## src/hw/rtl/trwm_pkg.sv

```systemverilog
package trwm_pkg;

  localparam int DATA_W  = 32;
  localparam int TOK_W   = 16;
  localparam int WS_W    = 16;
  localparam int PID_W   = 8;
  localparam int KIND_W  = 2;
  localparam int CFG_W   = 2;
  localparam int CNT_W   = $clog2(DATA_W);
  localparam int MASK_SEL_W = $clog2(DATA_W);
  localparam int STAMP_DEPTH_DEF = 16;

  localparam logic [WS_W-1:0] WS_RESET = WS_W'(100);

  typedef enum logic [KIND_W-1:0] {
    KIND_WORK  = 2'd0,
    KIND_IDLE  = 2'd1,
    KIND_STAMP = 2'd2
  } kind_t;

  typedef enum logic [CFG_W-1:0] {
    CFG_ENABLE = 2'd0,
    CFG_LIFE   = 2'd1,
    CFG_WSTEPS = 2'd2
  } cfg_idx_t;

  typedef enum logic [3:0] {
    ST_IDLE = 4'b0001,
    ST_PASS = 4'b0010,
    ST_DIV  = 4'b0100,
    ST_DONE = 4'b1000
  } state_t;

  typedef struct packed {
    logic load;
    logic add_tok;
    logic shift;
    logic first;
    logic inc_idle;
    logic clr_idle;
    logic commit;
    logic life_load;
  } ctl_t;

endpackage

```

## src/hw/rtl/trwm_ram.sv

```systemverilog
module trwm_ram #(
  parameter int WIDTH = 8,
  parameter int DEPTH = 16
) (
  input  logic                                    clk,
  input  logic                                    we,
  input  logic [((DEPTH > 1) ? $clog2(DEPTH) : 1)-1:0] wr_addr,
  input  logic [WIDTH-1:0]                        wr_data,
  input  logic [((DEPTH > 1) ? $clog2(DEPTH) : 1)-1:0] rd_addr,
  output logic [WIDTH-1:0]                        rd_data
);

  logic [WIDTH-1:0] mem_r [DEPTH];
  logic [WIDTH-1:0] rd_data_r;

  always_ff @(posedge clk) begin
    if (we) begin
      mem_r[wr_addr] <= wr_data;
    end
    rd_data_r <= mem_r[rd_addr];
  end

  assign rd_data = rd_data_r;

endmodule

```

## src/hw/rtl/trwm_div.sv

```systemverilog
module trwm_div (
  input  logic                          clk,
  input  logic                          rst_n,
  input  logic                          start,
  input  logic [trwm_pkg::DATA_W-1:0]   dividend,
  input  logic [trwm_pkg::DATA_W-1:0]   divisor,
  output logic                          busy,
  output logic                          done,
  output logic [trwm_pkg::DATA_W-1:0]   quot
);

  localparam int W = trwm_pkg::DATA_W;

  logic                        busy_r;
  logic                        done_r;
  logic [trwm_pkg::CNT_W-1:0]  cnt_r;
  logic [W-1:0]                rem_r;
  logic [W-1:0]                q_r;
  logic [W-1:0]                dvs_r;
  logic [W:0]                  trial;
  logic [W:0]                  diff;

  assign trial = {rem_r, q_r[W-1]};
  assign diff  = trial - {1'b0, dvs_r};

  always_ff @(posedge clk) begin
    if (!rst_n) begin
      busy_r <= 1'b0;
      done_r <= 1'b0;
      cnt_r  <= '0;
    end else begin
      done_r <= 1'b0;
      if (start) begin
        busy_r <= 1'b1;
        cnt_r  <= '0;
      end else if (busy_r) begin
        cnt_r <= cnt_r + 1'b1;
        if (cnt_r == trwm_pkg::CNT_W'(W - 1)) begin
          busy_r <= 1'b0;
          done_r <= 1'b1;
        end
      end
    end
  end

  always_ff @(posedge clk) begin
    if (start) begin
      rem_r <= '0;
      q_r   <= dividend;
      dvs_r <= divisor;
    end else if (busy_r) begin
      if (!diff[W]) begin
        rem_r <= diff[W-1:0];
        q_r   <= {q_r[W-2:0], 1'b1};
      end else begin
        rem_r <= trial[W-1:0];
        q_r   <= {q_r[W-2:0], 1'b0};
      end
    end
  end

  assign busy = busy_r;
  assign done = done_r;
  assign quot = q_r;

endmodule

```

## src/hw/rtl/trwm_bitpath.sv

```systemverilog
module trwm_bitpath (
  input  logic                          clk,
  input  logic                          rst_n,
  input  trwm_pkg::ctl_t                ctl,
  input  logic [trwm_pkg::TOK_W-1:0]    tok,
  input  logic [trwm_pkg::WS_W-1:0]     wsteps,
  input  logic [trwm_pkg::DATA_W-1:0]   life_val,
  input  logic [trwm_pkg::DATA_W-1:0]   pct_val,
  output logic                          ge,
  output logic [trwm_pkg::DATA_W-1:0]   step_w,
  output logic [trwm_pkg::DATA_W-1:0]   boot_w,
  output logic [trwm_pkg::DATA_W-1:0]   life_w,
  output logic [trwm_pkg::DATA_W-1:0]   lwt_w,
  output logic [trwm_pkg::DATA_W-1:0]   trend_w,
  output logic [trwm_pkg::DATA_W-1:0]   pct_w,
  output logic [trwm_pkg::DATA_W-1:0]   dvd_w,
  output logic [trwm_pkg::DATA_W-1:0]   dvs_w
);

  localparam int W = trwm_pkg::DATA_W;

  logic [W-1:0] step_r, boot_r, life_r, idle_r;
  logic [W-1:0] wss_r, wst_r, lwt_r, trend_r, pct_r;
  logic [W-1:0] win_r, wtok_r, trd_r, prod_r, tok_r, ws_r;
  logic         cs_r, cb_r, cl_r, ci_r, bw_r, bc_r, bt_r, br_r, nz_r;
  logic [1:0]   pc_r;
  logic [5:0]   hist_r;

  logic         cs_i, cb_i, cl_i, ci_i, bw_i, bc_i, bt_i, br_i, nz_i;
  logic [1:0]   pc_i;
  logic [5:0]   hist_i;
  logic         tb, wsb;
  logic         step_nb, boot_nb, life_nb, idle_nb, w_nb, wt_nb, tr_nb;
  logic         cs_nxt, cb_nxt, cl_nxt, ci_nxt, bw_nxt, bc_nxt, bt_nxt, br_nxt;
  logic [2:0]   psum;

  always_comb begin
    cs_i   = ctl.first ? 1'b1 : cs_r;
    cb_i   = ctl.first ? 1'b0 : cb_r;
    cl_i   = ctl.first ? 1'b0 : cl_r;
    ci_i   = ctl.first ? ctl.inc_idle : ci_r;
    bw_i   = ctl.first ? 1'b0 : bw_r;
    bc_i   = ctl.first ? 1'b0 : bc_r;
    bt_i   = ctl.first ? 1'b0 : bt_r;
    br_i   = ctl.first ? 1'b0 : br_r;
    nz_i   = ctl.first ? 1'b0 : nz_r;
    pc_i   = ctl.first ? 2'b00 : pc_r;
    hist_i = ctl.first ? 6'b0 : hist_r;

    tb  = tok_r[0];
    wsb = ws_r[0];

    step_nb = step_r[0] ^ cs_i;
    cs_nxt  = step_r[0] & cs_i;

    boot_nb = boot_r[0] ^ tb ^ cb_i;
    cb_nxt  = (boot_r[0] & tb) | (boot_r[0] & cb_i) | (tb & cb_i);

    life_nb = life_r[0] ^ tb ^ cl_i;
    cl_nxt  = (life_r[0] & tb) | (life_r[0] & cl_i) | (tb & cl_i);

    idle_nb = ctl.clr_idle ? 1'b0 : (idle_r[0] ^ ci_i);
    ci_nxt  = idle_r[0] & ci_i;

    w_nb   = step_nb ^ wss_r[0] ^ bw_i;
    bw_nxt = (~step_nb & wss_r[0]) | (~(step_nb ^ wss_r[0]) & bw_i);

    bc_nxt = (~w_nb & wsb) | (~(w_nb ^ wsb) & bc_i);

    wt_nb  = boot_nb ^ wst_r[0] ^ bt_i;
    bt_nxt = (~boot_nb & wst_r[0]) | (~(boot_nb ^ wst_r[0]) & bt_i);

    tr_nb  = wt_nb ^ lwt_r[0] ^ br_i;
    br_nxt = (~wt_nb & lwt_r[0]) | (~(wt_nb ^ lwt_r[0]) & br_i);

    psum = {2'b00, hist_i[1]} + {2'b00, hist_i[4]} + {2'b00, hist_i[5]} + {1'b0, pc_i};
  end

  assign ge = ~bc_nxt;

  always_ff @(posedge clk) begin
    if (!rst_n) begin
      step_r  <= '0;
      boot_r  <= '0;
      life_r  <= '0;
      idle_r  <= '0;
      wss_r   <= '0;
      wst_r   <= '0;
      lwt_r   <= '0;
      trend_r <= '0;
      pct_r   <= '0;
    end else if (ctl.shift) begin
      step_r <= {step_nb, step_r[W-1:1]};
      boot_r <= {boot_nb, boot_r[W-1:1]};
      life_r <= {life_nb, life_r[W-1:1]};
      idle_r <= {idle_nb, idle_r[W-1:1]};
      wss_r  <= {wss_r[0], wss_r[W-1:1]};
      wst_r  <= {wst_r[0], wst_r[W-1:1]};
      lwt_r  <= {lwt_r[0], lwt_r[W-1:1]};
    end else if (ctl.commit) begin
      wss_r   <= step_r;
      wst_r   <= boot_r;
      lwt_r   <= wtok_r;
      trend_r <= trd_r;
      pct_r   <= pct_val;
    end else if (ctl.life_load) begin
      life_r <= life_val;
    end
  end

  always_ff @(posedge clk) begin
    if (ctl.load) begin
      tok_r <= ctl.add_tok ? {{(W - trwm_pkg::TOK_W){1'b0}}, tok} : '0;
      ws_r  <= {{(W - trwm_pkg::WS_W){1'b0}}, wsteps};
    end else if (ctl.shift) begin
      tok_r  <= {1'b0, tok_r[W-1:1]};
      ws_r   <= {1'b0, ws_r[W-1:1]};
      win_r  <= {w_nb, win_r[W-1:1]};
      wtok_r <= {wt_nb, wtok_r[W-1:1]};
      trd_r  <= {tr_nb, trd_r[W-1:1]};
      prod_r <= {psum[0], prod_r[W-1:1]};
      cs_r   <= cs_nxt;
      cb_r   <= cb_nxt;
      cl_r   <= cl_nxt;
      ci_r   <= ci_nxt;
      bw_r   <= bw_nxt;
      bc_r   <= bc_nxt;
      bt_r   <= bt_nxt;
      br_r   <= br_nxt;
      nz_r   <= nz_i | w_nb;
      pc_r   <= psum[2:1];
      hist_r <= {hist_i[4:0], idle_nb};
    end
  end

  assign step_w  = step_r;
  assign boot_w  = boot_r;
  assign life_w  = life_r;
  assign lwt_w   = lwt_r;
  assign trend_w = trend_r;
  assign pct_w   = pct_r;
  assign dvd_w   = prod_r;
  assign dvs_w   = nz_r ? win_r : W'(1);

endmodule

```

## src/hw/rtl/token_rate_window_monitor_unit.sv

```systemverilog
// Token rate window monitor. Each word on the input channel is a work step, an idle step
// or a phase stamp; each accepted word yields exactly one result word showing the counters
// after the event. Counter updates run LSB first through 32-bit shift registers with
// one-bit adders, so a work or idle step is accepted, passes serially through the shift
// registers and then goes to the result register. A work step that closes a window also
// runs the one-bit-per-cycle restoring divider that forms the idle percent before its
// result is registered. Stamps, kind three and words taken while disabled skip the serial pass. A new word
// is accepted as soon as the previous one has reached the output register. Configuration
// writes are taken only while no word is in progress; writing lifetime_start loads the
// lifetime counter. Phase stamps are kept in a STAMP_DEPTH entry table; once it is
// full, further stamps are dropped and leave the phase mask unchanged.
module token_rate_window_monitor_unit #(
  parameter int STAMP_DEPTH = trwm_pkg::STAMP_DEPTH_DEF
) (
  input  logic                                 clk,
  input  logic                                 rst_n,
  input  logic                                 in_valid,
  output logic                                 in_stall,
  input  logic [trwm_pkg::KIND_W-1:0]          in_kind,
  input  logic signed [trwm_pkg::TOK_W-1:0]    in_tokens,
  input  logic [trwm_pkg::PID_W-1:0]           in_phase_id,
  output logic                                 out_valid,
  input  logic                                 out_stall,
  output logic [trwm_pkg::DATA_W-1:0]          out_steps_count,
  output logic [trwm_pkg::DATA_W-1:0]          out_boot_tokens,
  output logic [trwm_pkg::DATA_W-1:0]          out_life_tokens,
  output logic [trwm_pkg::DATA_W-1:0]          out_window_tokens,
  output logic signed [trwm_pkg::DATA_W-1:0]   out_window_trend,
  output logic [trwm_pkg::DATA_W-1:0]          out_idle_percent,
  output logic [trwm_pkg::DATA_W-1:0]          out_phase_mask,
  output logic                                 out_window_closed,
  output logic                                 out_stamp_taken,
  input  logic                                 cfg_valid,
  output logic                                 cfg_ready,
  input  logic [trwm_pkg::CFG_W-1:0]           cfg_index,
  input  logic [trwm_pkg::DATA_W-1:0]          cfg_data
);

  localparam int W      = trwm_pkg::DATA_W;
  localparam int FILL_W = $clog2(STAMP_DEPTH + 1);
  localparam int ADDR_W = (STAMP_DEPTH > 1) ? $clog2(STAMP_DEPTH) : 1;
  localparam int RAM_W  = trwm_pkg::PID_W + W;

  trwm_pkg::state_t              state_r, state_nxt;
  trwm_pkg::ctl_t                ctl;

  logic                          enable_r;
  logic [trwm_pkg::WS_W-1:0]     wsteps_r;
  logic [trwm_pkg::CNT_W-1:0]    cnt_r;
  logic                          work_r, inc_r, clr_r;
  logic                          closed_r, taken_r;
  logic                          div_start_r;
  logic [FILL_W-1:0]             fill_r;
  logic [W-1:0]                  mask_r;

  logic                          out_valid_r;
  logic [W-1:0]                  o_step_r, o_boot_r, o_life_r, o_lwt_r;
  logic [W-1:0]                  o_trend_r, o_pct_r, o_mask_r;
  logic                          o_closed_r, o_taken_r;

  logic                          in_acc, cfg_acc, tok_pos, stamp_we, last_bit, out_load;
  logic                          ge;
  logic                          div_busy, div_done;
  logic [W-1:0]                  div_quot;
  logic [W-1:0]                  step_w, boot_w, life_w, lwt_w, trend_w, pct_w, dvd_w, dvs_w;

  assign in_stall  = (state_r != trwm_pkg::ST_IDLE);
  assign cfg_ready = (state_r == trwm_pkg::ST_IDLE);
  assign in_acc    = in_valid && !in_stall;
  assign cfg_acc   = cfg_valid && cfg_ready;
  assign tok_pos   = !in_tokens[trwm_pkg::TOK_W-1] && (in_tokens != '0);
  assign last_bit  = (cnt_r == trwm_pkg::CNT_W'(W - 1));
  assign stamp_we  = in_acc && enable_r && (in_kind == trwm_pkg::KIND_STAMP)
                     && (fill_r < FILL_W'(STAMP_DEPTH));
  assign out_load  = (state_r == trwm_pkg::ST_DONE) && (!out_valid_r || !out_stall);

  always_comb begin
    ctl           = '0;
    ctl.load      = in_acc;
    ctl.add_tok   = tok_pos && (in_kind == trwm_pkg::KIND_WORK);
    ctl.shift     = (state_r == trwm_pkg::ST_PASS);
    ctl.first     = (state_r == trwm_pkg::ST_PASS) && (cnt_r == '0);
    ctl.inc_idle  = inc_r;
    ctl.clr_idle  = clr_r;
    ctl.commit    = (state_r == trwm_pkg::ST_DIV) && div_done;
    ctl.life_load = cfg_acc && (cfg_index == trwm_pkg::CFG_LIFE);
  end

  always_comb begin
    state_nxt = state_r;
    unique case (state_r)
      trwm_pkg::ST_IDLE: begin
        if (in_acc) begin
          if (enable_r && ((in_kind == trwm_pkg::KIND_WORK) ||
                           (in_kind == trwm_pkg::KIND_IDLE))) begin
            state_nxt = trwm_pkg::ST_PASS;
          end else begin
            state_nxt = trwm_pkg::ST_DONE;
          end
        end
      end
      trwm_pkg::ST_PASS: begin
        if (last_bit) begin
          state_nxt = (work_r && ge) ? trwm_pkg::ST_DIV : trwm_pkg::ST_DONE;
        end
      end
      trwm_pkg::ST_DIV: begin
        if (div_done) begin
          state_nxt = trwm_pkg::ST_DONE;
        end
      end
      trwm_pkg::ST_DONE: begin
        if (out_load) begin
          state_nxt = trwm_pkg::ST_IDLE;
        end
      end
      default: state_nxt = trwm_pkg::ST_IDLE;
    endcase
  end

  always_ff @(posedge clk) begin
    if (!rst_n) begin
      state_r     <= trwm_pkg::ST_IDLE;
      enable_r    <= 1'b1;
      wsteps_r    <= trwm_pkg::WS_RESET;
      cnt_r       <= '0;
      work_r      <= 1'b0;
      inc_r       <= 1'b0;
      clr_r       <= 1'b0;
      closed_r    <= 1'b0;
      taken_r     <= 1'b0;
      div_start_r <= 1'b0;
      fill_r      <= '0;
      mask_r      <= '0;
      out_valid_r <= 1'b0;
    end else begin
      state_r     <= state_nxt;
      div_start_r <= (state_r == trwm_pkg::ST_PASS) && last_bit && work_r && ge;
      if (cfg_acc) begin
        unique case (cfg_index)
          trwm_pkg::CFG_ENABLE: enable_r <= cfg_data[0];
          trwm_pkg::CFG_WSTEPS: wsteps_r <= cfg_data[trwm_pkg::WS_W-1:0];
          default: ;
        endcase
      end
      if (in_acc) begin
        cnt_r    <= '0;
        work_r   <= (in_kind == trwm_pkg::KIND_WORK);
        inc_r    <= (in_kind == trwm_pkg::KIND_IDLE);
        clr_r    <= tok_pos && (in_kind == trwm_pkg::KIND_WORK);
        closed_r <= 1'b0;
        taken_r  <= stamp_we;
      end else if (state_r == trwm_pkg::ST_PASS) begin
        cnt_r <= cnt_r + 1'b1;
      end
      if (ctl.commit) begin
        closed_r <= 1'b1;
      end
      if (stamp_we) begin
        fill_r <= fill_r + 1'b1;
        mask_r <= mask_r | (W'(1) << in_phase_id[trwm_pkg::MASK_SEL_W-1:0]);
      end
      if (out_load) begin
        out_valid_r <= 1'b1;
      end else if (out_valid_r && !out_stall) begin
        out_valid_r <= 1'b0;
      end
    end
  end

  always_ff @(posedge clk) begin
    if (out_load) begin
      o_step_r   <= step_w;
      o_boot_r   <= boot_w;
      o_life_r   <= life_w;
      o_lwt_r    <= lwt_w;
      o_trend_r  <= trend_w;
      o_pct_r    <= pct_w;
      o_mask_r   <= mask_r;
      o_closed_r <= closed_r;
      o_taken_r  <= taken_r;
    end
  end

  trwm_bitpath u_bitpath (
    .clk      (clk),
    .rst_n    (rst_n),
    .ctl      (ctl),
    .tok      (in_tokens),
    .wsteps   (wsteps_r),
    .life_val (cfg_data),
    .pct_val  (div_quot),
    .ge       (ge),
    .step_w   (step_w),
    .boot_w   (boot_w),
    .life_w   (life_w),
    .lwt_w    (lwt_w),
    .trend_w  (trend_w),
    .pct_w    (pct_w),
    .dvd_w    (dvd_w),
    .dvs_w    (dvs_w)
  );

  trwm_div u_div (
    .clk      (clk),
    .rst_n    (rst_n),
    .start    (div_start_r),
    .dividend (dvd_w),
    .divisor  (dvs_w),
    .busy     (div_busy),
    .done     (div_done),
    .quot     (div_quot)
  );

  trwm_ram #(
    .WIDTH (RAM_W),
    .DEPTH (STAMP_DEPTH)
  ) u_stamp_ram (
    .clk     (clk),
    .we      (stamp_we),
    .wr_addr (fill_r[ADDR_W-1:0]),
    .wr_data ({in_phase_id, step_w}),
    .rd_addr (fill_r[ADDR_W-1:0]),
    .rd_data ()
  );

  assign out_valid         = out_valid_r;
  assign out_steps_count   = o_step_r;
  assign out_boot_tokens   = o_boot_r;
  assign out_life_tokens   = o_life_r;
  assign out_window_tokens = o_lwt_r;
  assign out_window_trend  = o_trend_r;
  assign out_idle_percent  = o_pct_r;
  assign out_phase_mask    = o_mask_r;
  assign out_window_closed = o_closed_r;
  assign out_stamp_taken   = o_taken_r;

  a_fill_bound: assert property (@(posedge clk) disable iff (!rst_n)
    fill_r <= FILL_W'(STAMP_DEPTH))
    else $error("stamp fill beyond table depth");

  a_div_state: assert property (@(posedge clk) disable iff (!rst_n)
    div_busy |-> (state_r == trwm_pkg::ST_DIV))
    else $error("divider running outside divide state");

  a_idle_hold: assert property (@(posedge clk) disable iff (!rst_n)
    (state_r == trwm_pkg::ST_IDLE) |=> ($stable(step_w) && $stable(boot_w)))
    else $error("counters moved while idle");

  a_mask_hold: assert property (@(posedge clk) disable iff (!rst_n)
    !stamp_we |=> $stable(mask_r))
    else $error("phase mask changed without a stored stamp");

endmodule
```

## config.mk

```make
export PLATFORM = sky130hd
export DESIGN_NAME = token_rate_window_monitor_unit
export DESIGN_NICKNAME = d
export VERILOG_FILES = /design/src/hw/rtl/trwm_pkg.sv /design/src/hw/rtl/trwm_ram.sv /design/src/hw/rtl/trwm_div.sv /design/src/hw/rtl/trwm_bitpath.sv /design/src/hw/rtl/token_rate_window_monitor_unit.sv
export SDC_FILE = /design/constraint.sdc
export NUM_CORES = 1
export LEC_CHECK = 0
export BUFFER_PORTS_ARGS = -buffer_cell sky130_fd_sc_hd__buf_2
export CORE_MARGIN = 2
export CORE_UTILIZATION = 40
export DETAILED_ROUTE_END_ITERATION = 8
export GPL_ROUTABILITY_DRIVEN = 1
export HOLD_SLACK_MARGIN = 0.15
export PLACE_DENSITY = 0.62
export SYNTH_ARGS = -nofsm -noshare
export SYNTH_HDL_FRONTEND = slang
export SYNTH_SLANG_ARGS = --single-unit
```

## constraint.sdc

```tcl
create_clock -name clk -period 13.7 [get_ports clk]
set_input_delay 2.74 -clock clk [delete_from_list [all_inputs] [get_ports clk]]
set_output_delay 2.74 -clock clk [all_outputs]
set_load 0.02 [all_outputs]
```

======== Word-level counts from Yosys, hierarchy flattened ========
Cells that the tools add are included.
word-level totals
  word-level logic and storage cells ...... 219
  input bits .............................. 65
  bits in registers ....................... 880
operators by class
  muxes and demuxes ....................... 45
  magnitude comparators ................... 1
  equality and inequality tests ........... 16
  bitwise gates (word level) .............. 52
  reductions and logical operators ........ 42
  shift operators ......................... 1
  add/sub/neg operators ................... 7
operators with widths
  cell                                                                count
  32-bit 2-to-1 mux                                                   14
  16-bit 2-to-1 mux                                                   3
  33-bit by 32-bit subtractor with 33-bit output                      1
  32-bit bitwise OR                                                   1
  1-bit by 5-bit left shift with 32-bit output, first input constant  1
  4-bit 2-to-1 mux                                                    6
  1-bit 2-to-1 mux                                                    19
  1-bit logical AND                                                   17
  1-bit bitwise AND                                                   16
  4-bit one-hot mux with 4 select lines                               1
  16-bit nonzero test                                                 1
  5-bit by 1-bit adder with 5-bit output, second input constant       3
  1-bit inverter                                                      13
  1-bit bitwise XOR                                                   13
  2-bit nonzero test                                                  6
  5-bit == test, second input constant                                2
  2-bit AND reduction                                                 5
  1-bit bitwise OR                                                    9
  2-bit by 1-bit != test with 1-bit output, second input constant     4
  6-bit 2-to-1 mux                                                    1
  5-bit zero test                                                     1
  5-bit less-than comparator, second input constant                   1
  2-bit by 1-bit == test with 1-bit output, second input constant     2
  2-bit == test, second input constant                                2
  16 further kinds                                                    22

======== Depth between registers and ports, before layout ========
  depth after elaboration ................. 15
  depth in mapped cells ................... 14
  depth with buffers taken out ............ 14

======== By module ========
Synthesis repeated with hierarchy kept, for this count alone.
unflattened totals
  cells, all modules ...................... 2578
  area total of the unflattened synthesis .. 33255.6 um^2
modules (own cells, without submodules)
  module                          times used  seq. area each (um^2)  cells each  area an instance (um^2)
  trwm_bitpath                    1           11080.6                1485        17735.8
  token_rate_window_monitor_unit  1           8187.9                 518         9591.7
  trwm_div                        1           2702.6                 575         5928.2

======== Least setup slack after synthesis ========
Ideal clock, no wire load.
  path type ............................... input to register
  start ................................... input out_stall
  end ..................................... register o_boot_r[0] (netlist: out_boot_tokens[0]), enable pin
  arrival ................................. 13595 ps
  setup slack ............................. -782 ps
  buffers on the path ..................... 0
  stages .................................. 1
  cell sequence ........................... a21oi_1
between the ends
  longest elaborated chain between the ends .. 3
RTL lines
  element               line                                   RTL
  start, declared       token_rate_window_monitor_unit.sv:23   input logic out_stall,
  1-bit zero test       token_rate_window_monitor_unit.sv:75   assign out_load = (state_r == trwm_pkg::ST_DONE) && (!out_valid_r || !out_stall);
  1-bit logical OR      token_rate_window_monitor_unit.sv:75
  1-bit logical AND     token_rate_window_monitor_unit.sv:75
  end signal, assigned  token_rate_window_monitor_unit.sv:174  o_boot_r <= boot_w;
  end, declared         token_rate_window_monitor_unit.sv:57   logic [W-1:0] o_step_r, o_boot_r, o_life_r, o_lwt_r;
No other way between the ends.
A chain may end at the register's enable or synchronous reset.

======== Worst setup path in the final report ========
  start ................................... input out_stall
  end ..................................... register o_trend_r[31] (netlist: out_window_trend[31]), enable pin
between the ends
  longest elaborated chain between the ends .. 3
RTL lines
  element               line                                   RTL
  1-bit zero test       token_rate_window_monitor_unit.sv:75
  1-bit logical OR      token_rate_window_monitor_unit.sv:75
  1-bit logical AND     token_rate_window_monitor_unit.sv:75
  via out_load          token_rate_window_monitor_unit.sv:61   logic in_acc, cfg_acc, tok_pos, stamp_we, last_bit, out_load;
  end signal, assigned  token_rate_window_monitor_unit.sv:177  o_trend_r <= trend_w;
  end, declared         token_rate_window_monitor_unit.sv:58   logic [W-1:0] o_trend_r, o_pct_r, o_mask_r;
The timed path passes the listed nets, and every way through them passes these cells.

==> results.sh <==
export IMPL_synth_top_family_by_area="compound AO/OA/AOI/OAI gates"
export IMPL_yosys_warnings=0
export IMPL_routed_wl_mm=68.2
export IMPL_netlist_top_cells_area="edfxtp_1 42%, dfxtp_1 24%, nand2_1 7.8%, a21boi_0 4.7%, o211a_1 2.9%"
export IMPL_clk_path_buf_depth=3
export IMPL_netSwitchingPower_w=0.00118
export IMPL_worstPathMaxFanout=135
export IMPL_p_sw_share_pct=22.0
export IMPL_clockPowerShare_pct=44.2
export IMPL_final_nets=3129
export IMPL_p_per_area_nw_per_um2=140
export IMPL_dp_cells=3991
export IMPL_cts_made_buffers=91
export IMPL_intPower_w=0.00419
export IMPL_synth_seq_area_share_pct=66.3
export IMPL_ctsHoldBuffers=0
export IMPL_synth_top_area_share_pct=42.3
export IMPL_synth_seq_cells=864
export IMPL_io_pins=294
export IMPL_synthCells=2777
export IMPL_seqPwrFrac_pct=52.2
export IMPL_cp_start_kind="input pin"
export IMPL_leakage_nw=14.9
export IMPL_synth_largest_area_cell="edfxtp_1"
export IMPL_grt_usage_pct=15.8
export IMPL_r2r_cells=14
export IMPL_grt_pass1_wl_mm=110
export IMPL_syn_nets=2892
export IMPL_yosys_area_share_adder_pct=2.07
export IMPL_core_area_um2=82000
export IMPL_vias=21000
export IMPL_wl_met1_mm=31.4
export IMPL_antenna_found_initial=8
export IMPL_synthSimpleGateAreaFrac_pct=12.9
export IMPL_synth_main_ff_cell="edfxtp_1"
export IMPL_cts_tree="built"
export IMPL_worstSetupPathType="in -> reg"
export IMPL_wl_per_cell_um=16.4
export IMPL_worst_pin_slew_ns=1.10
export IMPL_top_layer="met5"
export IMPL_finClkSkew_ns=0.0483
export IMPL_area_delta_synth_final_pct=16.1
export IMPL_start_util_pct=40.4
export IMPL_p_total_w=0.00537
export IMPL_crit_end="out_window_trend[31]"
export IMPL_ys_types=84
export IMPL_clock_sinks=864
export IMPL_whs_path_depth=0
export IMPL_synth_compound_area_share_pct=13.2
export IMPL_synth_area_mux_share_pct=1.87
export IMPL_place_congestion=0.814
export IMPL_path_clk_slew_ns=0.06
export IMPL_p_comb_share_pct=3.6
export IMPL_cts_resized=0
export IMPL_io_buffer_count=290
export IMPL_first_iter_violations=1299
export IMPL_fmax_ghz=0.212
export IMPL_irDropWorstVdd_mv=0.108
export IMPL_drtPass1Iterations=5
export IMPL_clock_root_buffer="clkbuf_16"
export IMPL_dp_hpwl_mm=40.7
export IMPL_status="finished clean"
export IMPL_cp_arrival_ns=4.95
export IMPL_cp_required_ns=13.94
export IMPL_startpoint="out_stall"
export IMPL_slew_limit_headroom_pct=25.9
export IMPL_grt_max_degree=201
export IMPL_slew_violations=0
export IMPL_die_area_um2=85100
export IMPL_final_cell_mix="684 x nand2_1, 467 x edfxtp_1, 395 x dfxtp_1"
export IMPL_rsz0062_at_grt="false"
export IMPL_synthXorXnorAreaFrac_pct=0.873
export IMPL_final_area_um2=38400
export IMPL_drc=0
export IMPL_post_cts_setup_buffers=0
export IMPL_r2r_end="div_start_r"
export IMPL_die_h_um=292
export IMPL_finalWorstPathRequiredPeriod_ns=4.71
export IMPL_drive_above_1_share_pct=17.3
export IMPL_async_reset_ff_share_pct=0
export IMPL_synth_edf_count=467
export IMPL_crit_path_end_kind="flop"
export IMPL_totalNegativeSetupSlack_ns=0
export IMPL_antenna_left=0
export IMPL_syn_avg_cell_area_um2=11.9
export IMPL_first_global_vias=20500
export IMPL_n_fill_cell=7570
export IMPL_final_cell_count_no_fill=4168
export IMPL_cap_violations=0
export IMPL_fp_row_count=105
export IMPL_die_x_um=292
export IMPL_vias_per_cell=5.03
export IMPL_clk_latency_ns=0.66
export IMPL_ff2ff_setup_slack_ns=9.43
export IMPL_fin_crit_sh_pct=34.4
export IMPL_gr_total_overflow=0
export IMPL_hold_viol=0
export IMPL_hp_class="reg -> reg"
export IMPL_post_route_util_pct=46.9
export IMPL_netlist_area_um2=33100
export IMPL_wl_met2_mm=31.5
export IMPL_regToRegStartpoint="state_r[2]"
export IMPL_setup_viol_count_final=0
export IMPL_dr_wl_met3_mm=3.57
export IMPL_htree_levels=3
export IMPL_dpl_cell_area_um2=35500
export IMPL_final_common_cell="nand2_1"
synth_stat cells (all sizes together), types with 44 or more instances:
| cell | n |
|---|---|
| a21oi | 56 |
| dfxtp | 397 |
| nand2 | 686 |
| edfxtp | 467 |
| nor2 | 66 |
| and2 | 44 |
| nand3 | 109 |
| o211a | 95 |
| a21boi | 208 |
| inv | 62 |
| clkbuf | 150 |
| mux2 | 48 |
worst min-delay path by stage:
stage / start / endpoint / slack (ns)
floorplan: taken_r / out_stamp_taken / 0.41
global placement: mask_r[24] / out_phase_mask[24] / 0.41
detailed placement: u_bitpath.pct_w[9] / out_idle_percent[9] / 0.42
CTS: u_bitpath.trend_w[26] / out_window_trend[26] / 0.38
global route: u_bitpath.trend_w[26] / out_window_trend[26] / 0.41
finish: u_bitpath.trend_w[26] / out_window_trend[26] / 0.39
worst max-delay path, stage by stage:
cell and delay (ns):
buf_2 0.12, a21oi_4 0.13, buf_4 0.43, buf_12 0.64
buf_4 0.68
through the flow:
stage / hold WS (ns) / worst slack (ns)
global route: 0.413 / 8.84
finish: 0.387 / 8.99
detailed placement: 0.415 / 8.31
CTS: 0.383 / 8.98
floorplan: 0.408 / 4.34
global placement: 0.411 / 8.31
routing by layer:
metal / vias to the layer above / GRT usage (%)
met5: - / 0
met1: 10200 / 20.9
li1: 10300 / -
met3: 113 / 4.10
met4: 8 / 4.76
met2: 361 / 25.6
kinds of logic after synthesis:
family | count (synthesis)
xor+xnor | 30
buf+inv | 229
flops | 864
mux | 56
compound gates | 551
fa+ha+maj | 50
other cells | 1
simple gates | 996
power by group through the flow:
stage,registers [W],logic (W),clock network [W]
after detailed placement,0.00286,0.000198,0
after global placement,0.00286,0.000196,0
final,0.00280,0.000195,0.00237
after CTS,0.00280,0.000199,0.00245
after floorplan,0.00287,0.000115,0
after global routing,0.00281,0.000216,0.00255
final cells by class:
cell class	instances	area [um^2]	area share, %
Sequential cell	864	22000	57.2
Multi-Input combinational cell	1684	10300	26.8
Clock buffer	128	2520	6.55
Timing Repair Buffer	310	1640	4.26
Tap cell	1070	1340	3.48
Clock inverter	44	417	1.08
Inverter	63	244	0.635
Antenna cell	5	12.5	0.0325
Power figures use the tool's default switching activity.
